==> config.mk <==
export PLATFORM = sky130hd
export DESIGN_NAME = text_cursor_glyph_renderer_top
export DESIGN_NICKNAME = d
export VERILOG_FILES = /design/src/hdl/tcgr_pkg.sv /design/src/hdl/text_cursor_glyph_renderer_top.sv /design/src/hdl/tcgr_queue.sv /design/src/hdl/tcgr_front.sv /design/src/hdl/tcgr_back.sv
export SDC_FILE = /design/constraint.sdc
export NUM_CORES = 1
export LEC_CHECK = 0
export ABC_AREA = 0
export ABC_CLOCK_PERIOD_IN_PS = 17000
export BUFFER_PORTS_ARGS = -buffer_cell sky130_fd_sc_hd__buf_2
export CORE_MARGIN = 2
export CORE_UTILIZATION = 47
export CTS_BUF_LIST = sky130_fd_sc_hd__clkbuf_2
export DETAILED_ROUTE_END_ITERATION = 12
export SKIP_CTS_REPAIR_TIMING = 1
export SYNTH_ARGS = -nofsm -noshare
export SYNTH_HDL_FRONTEND = slang
export SYNTH_SLANG_ARGS = --single-unit
==> constraint.sdc <==
create_clock -name clk -period 17 [get_ports clk]
set_input_delay 3.4 -clock clk [delete_from_list [all_inputs] [get_ports clk]]
set_output_delay 3.4 -clock clk [all_outputs]
set_load 0.01 [all_outputs]
==> src/hdl/tcgr_pkg.sv <==
// shared types and constants of the text cursor glyph renderer
package tcgr_pkg;

    // glyph geometry: one blank spacing column follows the glyph columns
    localparam int GLYPH_COLS  = 5;
    localparam int GLYPH_ROWS  = 8;
    localparam int CELL_COLS   = GLYPH_COLS + 1;
    localparam int CELL_COUNT  = CELL_COLS * GLYPH_ROWS;
    localparam int GLYPH_BITS  = 8 * GLYPH_COLS;
    localparam int ROW_IDX_W   = (GLYPH_ROWS > 1) ? $clog2(GLYPH_ROWS) : 1;

    // depth of the job queue between front and back
    localparam int QUEUE_DEPTH = 2;

    // special character codes
    localparam logic [7:0] CHAR_NEWLINE = 8'd10;
    localparam logic [7:0] CHAR_RETURN  = 8'd13;

    // register reset values
    localparam logic [10:0] RST_SCREEN_WIDTH  = 11'd128;
    localparam logic [10:0] RST_SCREEN_HEIGHT = 11'd64;
    localparam logic [7:0]  RST_TEXT_SCALE    = 8'd1;
    localparam logic        RST_WRAP_ENABLE   = 1'b1;
    localparam logic [15:0] RST_FG_COLOR      = 16'hFFFF;
    localparam logic [15:0] RST_BG_COLOR      = 16'hFFFF;

    typedef enum logic {
        CMD_RENDER     = 1'b0,
        CMD_SET_CURSOR = 1'b1
    } cmd_t;

    typedef enum logic [2:0] {
        REG_SCREEN_WIDTH  = 3'd0,
        REG_SCREEN_HEIGHT = 3'd1,
        REG_TEXT_SCALE    = 3'd2,
        REG_WRAP_ENABLE   = 3'd3,
        REG_FG_COLOR      = 3'd4,
        REG_BG_COLOR      = 3'd5
    } reg_idx_t;

    // configuration as seen by front and back; scale is already forced nonzero
    typedef struct packed {
        logic [10:0] screen_width;
        logic [10:0] screen_height;
        logic [7:0]  scale;
        logic        wrap_enable;
        logic [15:0] fg_color;
        logic [15:0] bg_color;
    } tcgr_cfg_t;

    // one character to draw: corner plus which cells write and which are foreground
    typedef struct packed {
        logic [15:0]           x;
        logic [15:0]           y;
        logic [CELL_COUNT-1:0] emit_mask;
        logic [CELL_COUNT-1:0] fg_mask;
    } tcgr_job_t;

    typedef struct packed {
        logic full;
        logic empty;
    } tcgr_queue_stat_t;

endpackage

==> src/hdl/text_cursor_glyph_renderer_top.sv <==
// Text cursor glyph renderer: 5x8 font characters to square fill writes.
// With the back idle, the first write passes through the queue slot, the job registers of
// the back and its output registers; each non-writing cell ahead of it adds a walk step.
// The back walks one glyph cell per cycle while the output is not held, through up to 48
// cells after a job load; a character ends early after its last writing cell.
// Cursor, newline and clipped characters are taken at one per cycle while the queue has room.
// Reset (rst_n low, asynchronous) clears cursor, queue and output, and loads register defaults.
module text_cursor_glyph_renderer_top #(
    parameter int QUEUE_DEPTH = tcgr_pkg::QUEUE_DEPTH
) (
    input  logic        clk,
    input  logic        rst_n,
    // input item stream
    input  logic        s_axis_tvalid,
    output logic        s_axis_tready,
    input  logic [79:0] s_axis_tdata,   // char_code[7:0], glyph_columns[47:8], new_x[63:48], new_y[79:64]
    input  logic        s_axis_tuser,   // cmd
    // result item stream
    output logic        m_axis_tvalid,
    input  logic        m_axis_tready,
    output logic [55:0] m_axis_tdata,   // pixel_x[15:0], pixel_y[31:16], pixel_color[47:32], block_size[55:48]
    output logic        m_axis_tlast,   // last
    // register writes
    input  logic        cfg_valid,
    output logic        cfg_ready,
    input  logic [2:0]  cfg_index,
    input  logic [15:0] cfg_data
);
    import tcgr_pkg::*;

    logic [10:0]      screen_width_reg, screen_height_reg;
    logic [7:0]       text_scale_reg;
    logic             wrap_enable_reg;
    logic [15:0]      fg_color_reg, bg_color_reg;
    tcgr_cfg_t        cfg;
    tcgr_queue_stat_t q_stat;
    tcgr_job_t        push_job, head_job;
    logic             q_push, q_pop;
    logic [15:0]      out_x, out_y, out_color;
    logic [7:0]       out_size;

    // register file
    assign cfg_ready = 1'b1;
    always_ff @(posedge clk or negedge rst_n)
    begin
        if (!rst_n)
        begin
            screen_width_reg  <= RST_SCREEN_WIDTH;
            screen_height_reg <= RST_SCREEN_HEIGHT;
            text_scale_reg    <= RST_TEXT_SCALE;
            wrap_enable_reg   <= RST_WRAP_ENABLE;
            fg_color_reg      <= RST_FG_COLOR;
            bg_color_reg      <= RST_BG_COLOR;
        end
        else if (cfg_valid && cfg_ready)
        begin
            unique case (cfg_index)
                REG_SCREEN_WIDTH:  screen_width_reg  <= cfg_data[10:0];
                REG_SCREEN_HEIGHT: screen_height_reg <= cfg_data[10:0];
                REG_TEXT_SCALE:    text_scale_reg    <= cfg_data[7:0];
                REG_WRAP_ENABLE:   wrap_enable_reg   <= cfg_data[0];
                REG_FG_COLOR:      fg_color_reg      <= cfg_data;
                REG_BG_COLOR:      bg_color_reg      <= cfg_data;
                default:           wrap_enable_reg   <= wrap_enable_reg;
            endcase
        end
    end

    // effective configuration, a zero scale acts as one
    assign cfg.screen_width  = screen_width_reg;
    assign cfg.screen_height = screen_height_reg;
    assign cfg.scale         = (text_scale_reg == 8'd0) ? 8'd1 : text_scale_reg;
    assign cfg.wrap_enable   = wrap_enable_reg;
    assign cfg.fg_color      = fg_color_reg;
    assign cfg.bg_color      = bg_color_reg;

    tcgr_front u_front (
        .clk              (clk),
        .rst_n            (rst_n),
        .cfg              (cfg),
        .in_valid         (s_axis_tvalid),
        .in_ready         (s_axis_tready),
        .in_cmd           (s_axis_tuser),
        .in_char_code     (s_axis_tdata[7:0]),
        .in_glyph_columns (s_axis_tdata[47:8]),
        .in_new_x         (s_axis_tdata[63:48]),
        .in_new_y         (s_axis_tdata[79:64]),
        .q_stat           (q_stat),
        .q_push           (q_push),
        .q_job            (push_job)
    );

    tcgr_queue #(
        .DEPTH (QUEUE_DEPTH)
    ) u_queue (
        .clk      (clk),
        .rst_n    (rst_n),
        .push     (q_push),
        .push_job (push_job),
        .pop      (q_pop),
        .head_job (head_job),
        .stat     (q_stat)
    );

    tcgr_back u_back (
        .clk             (clk),
        .rst_n           (rst_n),
        .cfg             (cfg),
        .q_stat          (q_stat),
        .q_head          (head_job),
        .q_pop           (q_pop),
        .out_valid       (m_axis_tvalid),
        .out_ready       (m_axis_tready),
        .out_pixel_x     (out_x),
        .out_pixel_y     (out_y),
        .out_pixel_color (out_color),
        .out_block_size  (out_size),
        .out_last        (m_axis_tlast)
    );

    assign m_axis_tdata = {out_size, out_color, out_y, out_x};

`ifndef SYNTHESIS
    // queue never reports full and empty together
    a_queue_stat: assert property (@(posedge clk) disable iff (!rst_n)
        !(q_stat.full && q_stat.empty))
        else $error("queue full and empty at once");

    // the front never pushes into a full queue
    a_no_overflow: assert property (@(posedge clk) disable iff (!rst_n)
        q_push |-> !q_stat.full)
        else $error("job pushed into full queue");

    // every emitted square has a nonzero edge
    a_size_nonzero: assert property (@(posedge clk) disable iff (!rst_n)
        m_axis_tvalid |-> (m_axis_tdata[55:48] != 8'd0))
        else $error("square write with zero size");
`endif

endmodule

==> src/hdl/tcgr_queue.sv <==
// small job queue between the front and the back
module tcgr_queue #(
    parameter int DEPTH = tcgr_pkg::QUEUE_DEPTH
) (
    input  logic                       clk,
    input  logic                       rst_n,
    input  logic                       push,
    input  tcgr_pkg::tcgr_job_t        push_job,
    input  logic                       pop,
    output tcgr_pkg::tcgr_job_t        head_job,
    output tcgr_pkg::tcgr_queue_stat_t stat
);
    import tcgr_pkg::*;

    localparam int PTR_W = (DEPTH > 1) ? $clog2(DEPTH) : 1;
    localparam int CNT_W = $clog2(DEPTH + 1);
    localparam logic [PTR_W-1:0] LAST_SLOT = PTR_W'(DEPTH - 1);
    localparam logic [CNT_W-1:0] FULL_CNT  = CNT_W'(DEPTH);

    tcgr_job_t        slot_reg [DEPTH];
    logic [PTR_W-1:0] wr_ptr_reg, wr_ptr_next;
    logic [PTR_W-1:0] rd_ptr_reg, rd_ptr_next;
    logic [CNT_W-1:0] count_reg, count_next;
    logic             do_push, do_pop;

    // status and head
    assign stat.full  = (count_reg == FULL_CNT);
    assign stat.empty = (count_reg == '0);
    assign head_job   = slot_reg[rd_ptr_reg];
    assign do_push    = push && !stat.full;
    assign do_pop     = pop && !stat.empty;

    // pointer and count updates
    always_comb
    begin
        wr_ptr_next = wr_ptr_reg;
        rd_ptr_next = rd_ptr_reg;
        count_next  = count_reg;
        if (do_push)
        begin
            wr_ptr_next = (wr_ptr_reg == LAST_SLOT) ? '0 : wr_ptr_reg + 1'b1;
        end
        if (do_pop)
        begin
            rd_ptr_next = (rd_ptr_reg == LAST_SLOT) ? '0 : rd_ptr_reg + 1'b1;
        end
        if (do_push && !do_pop)
        begin
            count_next = count_reg + 1'b1;
        end
        else if (do_pop && !do_push)
        begin
            count_next = count_reg - 1'b1;
        end
    end

    always_ff @(posedge clk or negedge rst_n)
    begin
        if (!rst_n)
        begin
            wr_ptr_reg <= '0;
            rd_ptr_reg <= '0;
            count_reg  <= '0;
        end
        else
        begin
            wr_ptr_reg <= wr_ptr_next;
            rd_ptr_reg <= rd_ptr_next;
            count_reg  <= count_next;
        end
    end

    // slot storage
    always_ff @(posedge clk)
    begin
        if (do_push)
        begin
            slot_reg[wr_ptr_reg] <= push_job;
        end
    end

endmodule

==> src/hdl/tcgr_front.sv <==
// front: takes items, keeps the cursor, wraps and clips, queues draw jobs
module tcgr_front (
    input  logic                            clk,
    input  logic                            rst_n,
    input  tcgr_pkg::tcgr_cfg_t             cfg,
    input  logic                            in_valid,
    output logic                            in_ready,
    input  logic                            in_cmd,
    input  logic [7:0]                      in_char_code,
    input  logic [tcgr_pkg::GLYPH_BITS-1:0] in_glyph_columns,
    input  logic [15:0]                     in_new_x,
    input  logic [15:0]                     in_new_y,
    input  tcgr_pkg::tcgr_queue_stat_t      q_stat,
    output logic                            q_push,
    output tcgr_pkg::tcgr_job_t             q_job
);
    import tcgr_pkg::*;

    logic [15:0]           cursor_col_reg, cursor_col_next;
    logic [15:0]           cursor_row_reg, cursor_row_next;
    logic [10:0]           adv, line;
    logic [15:0]           row_down;
    logic signed [17:0]    col_ext, x_ext, y_ext, width_ext, height_ext, adv_ext, line_ext;
    logic                  wrap_hit, clipped, accept, is_glyph, opaque;
    logic [15:0]           x16, y16;
    logic [CELL_COUNT-1:0] emit_mask, fg_mask;

    assign in_ready = !q_stat.full;
    assign accept   = in_valid && in_ready;

    // scaled cell advance (6 * scale) and line height (8 * scale)
    assign adv  = {1'b0, cfg.scale, 2'b00} + {2'b00, cfg.scale, 1'b0};
    assign line = {cfg.scale, 3'b000};

    assign adv_ext    = $signed({7'b0, adv});
    assign line_ext   = $signed({7'b0, line});
    assign width_ext  = $signed({7'b0, cfg.screen_width});
    assign height_ext = $signed({7'b0, cfg.screen_height});
    assign col_ext    = $signed({{2{cursor_col_reg[15]}}, cursor_col_reg});
    assign row_down   = cursor_row_reg + {5'b0, line};

    // wrap to a new line when the cell would reach the right edge
    assign wrap_hit = cfg.wrap_enable && ((col_ext + adv_ext) >= width_ext);
    assign x16      = wrap_hit ? 16'd0 : cursor_col_reg;
    assign y16      = wrap_hit ? row_down : cursor_row_reg;
    assign x_ext    = $signed({{2{x16[15]}}, x16});
    assign y_ext    = $signed({{2{y16[15]}}, y16});

    // whole-character clip against the screen
    assign clipped = (x_ext >= width_ext) || (y_ext >= height_ext) ||
                     ((x_ext + adv_ext) <= 18'sd0) || ((y_ext + line_ext) <= 18'sd0);

    // cell masks, column-major with rows innermost
    assign opaque = (cfg.bg_color != cfg.fg_color);
    always_comb
    begin
        for (int i = 0; i < CELL_COLS; i++)
        begin
            for (int j = 0; j < GLYPH_ROWS; j++)
            begin
                if (i < GLYPH_COLS)
                begin
                    fg_mask[i*GLYPH_ROWS + j] = in_glyph_columns[8*i + j];
                end
                else
                begin
                    fg_mask[i*GLYPH_ROWS + j] = 1'b0;
                end
                emit_mask[i*GLYPH_ROWS + j] = fg_mask[i*GLYPH_ROWS + j] || opaque;
            end
        end
    end

    assign is_glyph = (in_cmd == CMD_RENDER) && (in_char_code != CHAR_NEWLINE) &&
                      (in_char_code != CHAR_RETURN);

    // job to the back
    assign q_push          = accept && is_glyph && !clipped && (emit_mask != '0);
    assign q_job.x         = x16;
    assign q_job.y         = y16;
    assign q_job.emit_mask = emit_mask;
    assign q_job.fg_mask   = fg_mask;

    // cursor update
    always_comb
    begin
        cursor_col_next = cursor_col_reg;
        cursor_row_next = cursor_row_reg;
        if (accept)
        begin
            priority if (in_cmd == CMD_SET_CURSOR)
            begin
                cursor_col_next = in_new_x;
                cursor_row_next = in_new_y;
            end
            else if (in_char_code == CHAR_NEWLINE)
            begin
                cursor_col_next = 16'd0;
                cursor_row_next = row_down;
            end
            else if (in_char_code == CHAR_RETURN)
            begin
                cursor_col_next = cursor_col_reg;
            end
            else
            begin
                cursor_col_next = x16 + {5'b0, adv};
                cursor_row_next = y16;
            end
        end
    end

    always_ff @(posedge clk or negedge rst_n)
    begin
        if (!rst_n)
        begin
            cursor_col_reg <= '0;
            cursor_row_reg <= '0;
        end
        else
        begin
            cursor_col_reg <= cursor_col_next;
            cursor_row_reg <= cursor_row_next;
        end
    end

endmodule

==> src/hdl/tcgr_back.sv <==
// back: walks the cells of each job and emits up to one square write per cycle while the output is not held
module tcgr_back (
    input  logic                       clk,
    input  logic                       rst_n,
    input  tcgr_pkg::tcgr_cfg_t        cfg,
    input  tcgr_pkg::tcgr_queue_stat_t q_stat,
    input  tcgr_pkg::tcgr_job_t        q_head,
    output logic                       q_pop,
    output logic                       out_valid,
    input  logic                       out_ready,
    output logic [15:0]                out_pixel_x,
    output logic [15:0]                out_pixel_y,
    output logic [15:0]                out_pixel_color,
    output logic [7:0]                 out_block_size,
    output logic                       out_last
);
    import tcgr_pkg::*;

    localparam logic [ROW_IDX_W-1:0] LAST_ROW = ROW_IDX_W'(GLYPH_ROWS - 1);

    logic                  active_reg;
    logic                  out_valid_reg;
    logic [15:0]           base_x_reg, base_y_reg;
    logic [15:0]           xoff_reg, yoff_reg;
    logic [ROW_IDX_W-1:0]  row_reg;
    logic [CELL_COUNT-1:0] emit_reg, fg_reg;
    logic [15:0]           out_x_reg, out_y_reg, out_color_reg;
    logic [7:0]            out_size_reg;
    logic                  out_last_reg;
    logic                  out_free, step, rest_empty;

    assign out_free   = !out_valid_reg || out_ready;
    assign step       = active_reg && out_free;
    assign q_pop      = !active_reg && !q_stat.empty;
    assign rest_empty = (emit_reg[CELL_COUNT-1:1] == '0);

    assign out_valid       = out_valid_reg;
    assign out_pixel_x     = out_x_reg;
    assign out_pixel_y     = out_y_reg;
    assign out_pixel_color = out_color_reg;
    assign out_block_size  = out_size_reg;
    assign out_last        = out_last_reg;

    // control: job load, cell walk, output valid
    always_ff @(posedge clk or negedge rst_n)
    begin
        if (!rst_n)
        begin
            active_reg    <= 1'b0;
            out_valid_reg <= 1'b0;
        end
        else
        begin
            if (step && emit_reg[0])
            begin
                out_valid_reg <= 1'b1;
            end
            else if (out_ready)
            begin
                out_valid_reg <= 1'b0;
            end
            if (q_pop)
            begin
                active_reg <= 1'b1;
            end
            else if (step && rest_empty)
            begin
                active_reg <= 1'b0;
            end
        end
    end

    // job datapath and output payload
    always_ff @(posedge clk)
    begin
        if (q_pop)
        begin
            base_x_reg <= q_head.x;
            base_y_reg <= q_head.y;
            emit_reg   <= q_head.emit_mask;
            fg_reg     <= q_head.fg_mask;
            xoff_reg   <= '0;
            yoff_reg   <= '0;
            row_reg    <= '0;
        end
        else if (step)
        begin
            if (emit_reg[0])
            begin
                out_x_reg     <= base_x_reg + xoff_reg;
                out_y_reg     <= base_y_reg + yoff_reg;
                out_color_reg <= fg_reg[0] ? cfg.fg_color : cfg.bg_color;
                out_size_reg  <= cfg.scale;
                out_last_reg  <= rest_empty;
            end
            emit_reg <= emit_reg >> 1;
            fg_reg   <= fg_reg >> 1;
            if (row_reg == LAST_ROW)
            begin
                row_reg  <= '0;
                yoff_reg <= '0;
                xoff_reg <= xoff_reg + {8'b0, cfg.scale};
            end
            else
            begin
                row_reg  <= row_reg + 1'b1;
                yoff_reg <= yoff_reg + {8'b0, cfg.scale};
            end
        end
    end

endmodule

==> reports/qor.csv, run 1 <==
stage,metric,value,unit
outcome,status,"complete, no violations",
critical_path,FF-to-FF path depth,42,
synthesis,count of cell types in the netlist,71,
drt,overall routed net length,64200,um
clocking,CTS HTree Levels,4,
critical_path,Worst Path Arrival,11.03,ns
sta,post-route setup TNS,0,ns
critical_path,worst r2r src,text_scale_reg[6],
sta,max_slew headroom,0.257,
placement,dpl cells,2918,
drt,vias post-DR,17343,
floorplanning,die area,0.0570,sq mm
finish,Post-Layout Cell Count,3180,
clocking,Root Driver,clkbuf_2,
critical_path,r2r setup slk,6.83,ns
hold_path,worst hold stages,2,
critical_path,RR Endpoint,u_queue.slot_reg[1][114],
floorplanning,Die Span X,239,um
critical_path,CP Capture Type,flop,
synthesis,largest area contributor in the netlist,edfxtp_1,
placement,DPL Wire Length,44300,um
finish,"most common cell after layout, fill and taps aside",edfxtp_1,
sta,hold_ws,0.491,ns
finish,max reg flops,226,
synthesis,Post-synth EDFFs,403,
pwr,Max VDD drop,0.0000662,V
synthesis,#FFs+latches synth,539,
finish,fraction of layout cells with a size suffix above 1,0.233,
finish,fin util,0.528,
placement,Port Buffers,163,
clocking,CTS tree,yes,
floorplanning,core region area,0.0548,sq mm
clocking,CTS sink cnt,539,
finish,final net count,2598,
grt,first-pass GRT wire length,98700,um
critical_path,CP required,17.86,ns
drt,DR WL/cell,20.2,um
synthesis,YS warnings,0,
synthesis,register area share after synthesis,0.593,
placement,global placement routability congestion,0.947,
drt,# DRC,0,
critical_path,crit-path max FO,60,
synthesis,mapped cell area,0.0259,sq mm
grt,vias in the first global route,17367,
critical_path,Crit path largest cell delay,0.74,ns
floorplanning,Die H,239,um
critical_path,"Slowest-stage cell, CP",buf_4,
pwr,Static Leak,11.4,nW
hold_path,Worst Hold Launch,u_back.fg_reg[7],
synthesis,Yosys top cell area share,0.467,
critical_path,Setup CP Type,reg -> reg,
floorplanning,initial core utilization,0.473,
finish,most frequent cells in the layout,"403 x edfxtp_1, 217 x clkbuf_2, 187 x nand2_1",
clocking,Clock Tree Buf Depth,3,
pwr,Pwr Density,152,mW/mm^2
drt,drt pass-1 iters,5,
sta,period utilization,0.598,
sta,final setup fails,0,
synthesis,Synth area leaders,"edfxtp_1 47%, dfrtp_1 6.3%, ha_1 6.2%",
sta,clk_skew,0.0970,ns
synthesis,Async SR Flop Fraction,0.187,
synthesis,syn_area_per_cell,12.3,sq um
floorplanning,Ports,165,
drt,Routed Antenna Nets,0,
clocking,clock latency on the worst-skew pair,1.31,ns
sta,Final Max Tran Viols,0,
grt,GRT Util Overall,0.230,
floorplanning,Rows,86,
run,max cap viols,0,
grt,Overflow after GRT,0,
drt,DR vias/cell,5.45,
critical_path,type of origin of the critical path,flop,
clocking,"CTS clk-pin slew, worst paths",0.10,ns
hold_path,worst min-delay path category,reg -> reg,
sta,Max Clock Freq,98.4,MHz
drt,Iteration-0 DRC Markers,1164,
finish,Filler Cells Inserted,4826,
grt,initial antenna violation count,3,
sta,Worst-Margin Slew,1.11,ns
synthesis,"Top FF cell, synth",edfxtp_1,
clocking,CTS Buf Count,140,
synthesis,post-synth net total,2349,
synthesis,post-synthesis cell count,2107,
grt,largest net degree at the start of global routing,91,
finish,P&R area growth vs syn,11.5,%
sta,RSZ-0062 raised after global routing,false,
sta,post-route minimum period,10.17,ns
hold_path,hold path endpoint,u_back.fg_reg[6],
critical_path,CP dominant cell by count,ha_1,
sta,final hold violation count,0,
per-layer routing:
metal  track usage  up-vias  wire length, um  part of all wire
li1              -     8321                -                 -
met4        0.0892        2             1640             0.026
met3        0.0561       94             3650             0.057
met2         0.346      448            28900              0.45
met5             0        -               16           0.00025
met1         0.321     8478            30000              0.47
through the flow:
step                worst slack [ns]  power, mW  instance area, sq um
floorplan                       4.54       3.00                 25900
global placement                7.04       3.44                 27500
detailed placement              6.91       3.47                 27500
CTS                             6.81       4.42                 28900
global route                    6.01       4.73                 28900
finish                          6.83       4.40                 28900
critical path: cells and delay by family, from the launching register on:
kind            cells  cell delay [ns]
compound gates     17             3.30
xor+xnor            2             0.49
fa+ha+maj           6             1.63
buf+inv             6             2.00
flops               1             0.52
simple gates       11             1.61
cells in the mapped netlist, types with 7 or more instances:
cell	number
a211oi_1	11
and2_1	25
xor2_1	35
ha_1	129
nor2b_1	11
mux2i_1	84
nor3_1	35
dfxtp_1	35
o21ai_1	11
clkbuf_1	69
nor4_1	30
and3_1	14
a21o_1	26
dfrtp_1	65
nand4_1	15
xnor2_1	79
dfstp_2	36
nand2b_1	56
inv_1	89
a21oi_1	84
a31oi_1	7
o21ai_0	173
nand3_1	37
nor2_1	119
fa_1	8
o211ai_1	7
edfxtp_1	403
a21boi_0	8
o21a_1	11
nand2_1	187
mux2_2	95
o21bai_1	14
logic make-up (layout without fill, tap and decap cells):
kind of cell,count (synthesis),in the layout,synth area share
buffers and inverters,169,535,0.0251
AND/OR/NAND/NOR,552,552,0.102
AO/OA/AOI/OAI,416,416,0.0992
adder cells (fa/ha/maj),137,137,0.0684
flip-flops,539,539,0.593
other,1,4,0.000145
XOR/XNOR,114,114,0.0385
multiplexers,179,179,0.0737
power by group:
| part | switching, mW | internal (mW) | total, mW |
|---|---|---|---|
| Clock | 0.541 | 0.389 | 0.930 |
| Combinational | 1.01 | 0.697 | 1.70 |
| Sequential | 0.149 | 1.62 | 1.77 |
| Total | 1.70 | 2.71 | 4.40 |
area by class of cell:
class / instances / area (sq um) / area share
timing repair buffer: 187 / 998 / 0.0345
multi-input combinational: 1399 / 9940 / 0.344
inverter: 89 / 335 / 0.0116
tap: 704 / 881 / 0.0305
clock buffer: 217 / 1090 / 0.0376
sequential: 539 / 15400 / 0.532
antenna: 3 / 7.51 / 0.000260
clock inverter: 42 / 273 / 0.00944
worst max-delay path by stage:
stage | from | to | slack [ns] | cells after the start
2_1_floorplan | text_scale_reg[3] | u_queue.slot_reg[0][0] | 4.54 | 40
3_3_place_gp | text_scale_reg[6] | u_queue.slot_reg[1][26] | 7.04 | 42
3_5_place_dp | text_scale_reg[3] | u_queue.slot_reg[1][26] | 6.91 | 42
4_1_cts | text_scale_reg[6] | u_queue.slot_reg[1][35] | 6.81 | 42
5_1_grt | text_scale_reg[6] | u_queue.slot_reg[1][75] | 6.01 | 41
6_report | text_scale_reg[6] | u_queue.slot_reg[1][114] | 6.83 | 42
(Power assumes the default switching activity.)
==> run 2, diff against run 1 <==
Settings changed: ABC_CLOCK_PERIOD_IN_PS 17000 to 8300, PLACE_DENSITY from default to 0.67.
Clock period 17 ns to 8.3 ns, I/O delays scaled along.
==> reports/qor.csv, run 2 (synthesis results as in run 1) <==
stage,metric,value,unit,change
grt,initial antenna violation count,4,,+1
pwr,Reg power frac,0.390,,-0.012
critical_path,Setup CP Type,reg -> reg,,
critical_path,RR Endpoint,u_queue.slot_reg[1][96],,
critical_path,worst r2r src,text_scale_reg[4],,
sta,post-route minimum period,7.95,ns,-2.22 ns
critical_path,Crit path largest cell delay,0.45,ns,-0.29 ns
sta,max_slew headroom,0.233,,-0.0240
critical_path,"Slowest-stage cell, CP",dfrtp_2,,
sta,Final WS setup,0.349,ns,-6.48 ns
sta,Worst-Margin Slew,1.15,ns,+0.0383 ns
clocking,"CTS clk-pin slew, worst paths",0.11,ns,about the same
pwr,Switching Share,0.377,,-0.00858
grt,GRT Util Overall,0.218,,-0.0114
pwr,Sw Pwr,3.48,mW,+110%
floorplanning,Die Span X,239,um,unchanged
grt,Overflow after GRT,0,,unchanged
finish,final net count,2648,,+1.9%
finish,max reg flops,226,,unchanged
grt,first-pass GRT wire length,94800,um,-3.9%
placement,DPL Wire Length,43100,um,-2.7%
clocking,CTS tree,yes,,
sta,final setup fails,0,,unchanged
drt,# DRC,0,,unchanged
sta,clk_skew,0.0715,ns,-0.0255 ns
finish,fraction of layout cells with a size suffix above 1,0.262,,+0.0299
critical_path,type of origin of the critical path,flop,,
drt,Iteration-0 DRC Markers,1232,,+5.8%
sta,final hold violation count,0,,unchanged
run,max cap viols,0,,unchanged
pwr,Max VDD drop,0.000154,V,+130%
critical_path,FF-to-FF path depth,41,,-2.4%
floorplanning,die area,0.0570,sq mm,unchanged
drt,drt pass-1 iters,5,,unchanged
clocking,Clock Tree Buf Depth,3,,unchanged
finish,fin util,0.542,,+0.0145
hold_path,worst min-delay path category,in -> async,,
sta,Max Clock Freq,126,MHz,+28%
grt,vias in the first global route,17420,,+0.31%
placement,global placement routability congestion,0.915,,-3.3%
critical_path,CP Capture Type,flop,,
clocking,CTS HTree Levels,4,,unchanged
sta,period utilization,0.958,,+0.360
drt,vias post-DR,17448,,+0.61%
critical_path,Worst Path Arrival,8.88,ns,-2.15 ns
floorplanning,core region area,0.0548,sq mm,unchanged
critical_path,CP required,9.22,ns,-8.64 ns
floorplanning,Die H,239,um,unchanged
placement,Port Buffers,163,,unchanged
outcome,status,"complete, no violations",,
finish,"most common cell after layout, fill and taps aside",edfxtp_1,,
pwr,clock network power share,0.207,,-0.004
pwr,internal cell power,5.76,mW,+110%
clocking,CTS Buf Count,139,,-0.71%
clocking,clock latency on the worst-skew pair,1.26,ns,-0.05 ns
floorplanning,Ports,165,,unchanged
pwr,Static Leak,11.7,nW,+2.8%
critical_path,CP dominant cell by count,ha_1,,
clocking,Root Driver,clkbuf_2,,
sta,Final Max Tran Viols,0,,unchanged
drt,DR vias/cell,5.42,,-0.71%
drt,overall routed net length,62000,um,-3.4%
pwr,Comb pwr share,0.403,,+0.016
critical_path,r2r setup slk,0.35,ns,-6.48 ns
critical_path,crit-path max FO,13,,-78%
drt,DR WL/cell,19.3,um,-4.6%
pwr,Pwr Density,311,mW/mm^2,+100%
drt,Routed Antenna Nets,0,,unchanged
finish,P&R area growth vs syn,14.6,%,
placement,pre-CTS setup slack,0.186,ns,-6.72 ns
grt,largest net degree at the start of global routing,112,,+23%
clocking,CTS sink cnt,539,,unchanged
finish,most frequent cells in the layout,"403 x edfxtp_1, 211 x clkbuf_2, 187 x nand2_1",,
floorplanning,Rows,86,,unchanged
floorplanning,initial core utilization,0.473,,unchanged
==> run 2: changes by cell type in the layout (fill, tap and decap cells not counted), sizes merged <==
cell and change:
buf +48, clkinvlp -1, inv -3, bufinv +2
clkbuf -4
==> run 2: how the worst max path moves through the flow <==
stage,end,depth (start not counted),start
global route,u_queue.slot_reg[1][87],42,text_scale_reg[4]
global placement,u_queue.slot_reg[1][45],40,text_scale_reg[4]
detailed placement,u_queue.slot_reg[1][48],40,text_scale_reg[4]
finish,u_queue.slot_reg[1][96],41,text_scale_reg[4]
floorplan,u_queue.slot_reg[0][0],41,text_scale_reg[5]
CTS,u_queue.slot_reg[1][10],40,text_scale_reg[2]
==> run 2: final cells by class <==
type	count	area [sq um]
fillers	4646	25100
flip-flops and latches	539	15400
multi-input cells	1399	10200
repair buffers	238	1560
clock buffers	210	1050
well taps	704	881
inverters	89	335
clock inverters	40	302
diodes	3	7.51
==> run 2: metrics by stage <==
step	TNS (ns)	area, sq um	power [mW]	cells	hold slack [ns]
final	0	29700	9.24	3222	0.420
after global routing	-0.428	29700	9.91	3222	0.285
after CTS	0	29400	9.09	3198	0.242
after detailed placement	0	28000	7.13	2948	0.461
after global placement	0	28000	7.06	2948	0.455
after floorplan	-53.90	26100	6.22	2107	0.440
==> run 2: critical path, delay by kind of cell, from the launching register on <==
family,cells,cell delay (ns)
xor gates and xnor gates,2,0.29
and+or+nand+nor,10,1.75
DFF,1,0.45
adders and majority gates,5,1.23
muxes,1,0.35
buffers and inverters,7,0.98
AOI/OAI and AO/OA,16,2.59
==> run 2: power groups by stage <==
stage	logic (mW)	registers, mW	clock network [mW]
2_1_floorplan	2.70	3.53	0
3_3_place_gp	3.42	3.65	0
3_5_place_dp	3.47	3.66	0
4_1_cts	3.50	3.60	1.99
5_1_grt	4.14	3.64	2.13
6_report	3.72	3.61	1.91
==> run 2: metal layers <==
layer | global-route usage | part of all wire | vias up
li1 | - | - | 8418
met1 | 0.298 | 0.46 | 8395
met2 | 0.336 | 0.46 | 531
met3 | 0.0551 | 0.062 | 100
met4 | 0.0828 | 0.026 | 4
met5 | 0 | 0.00034 | -
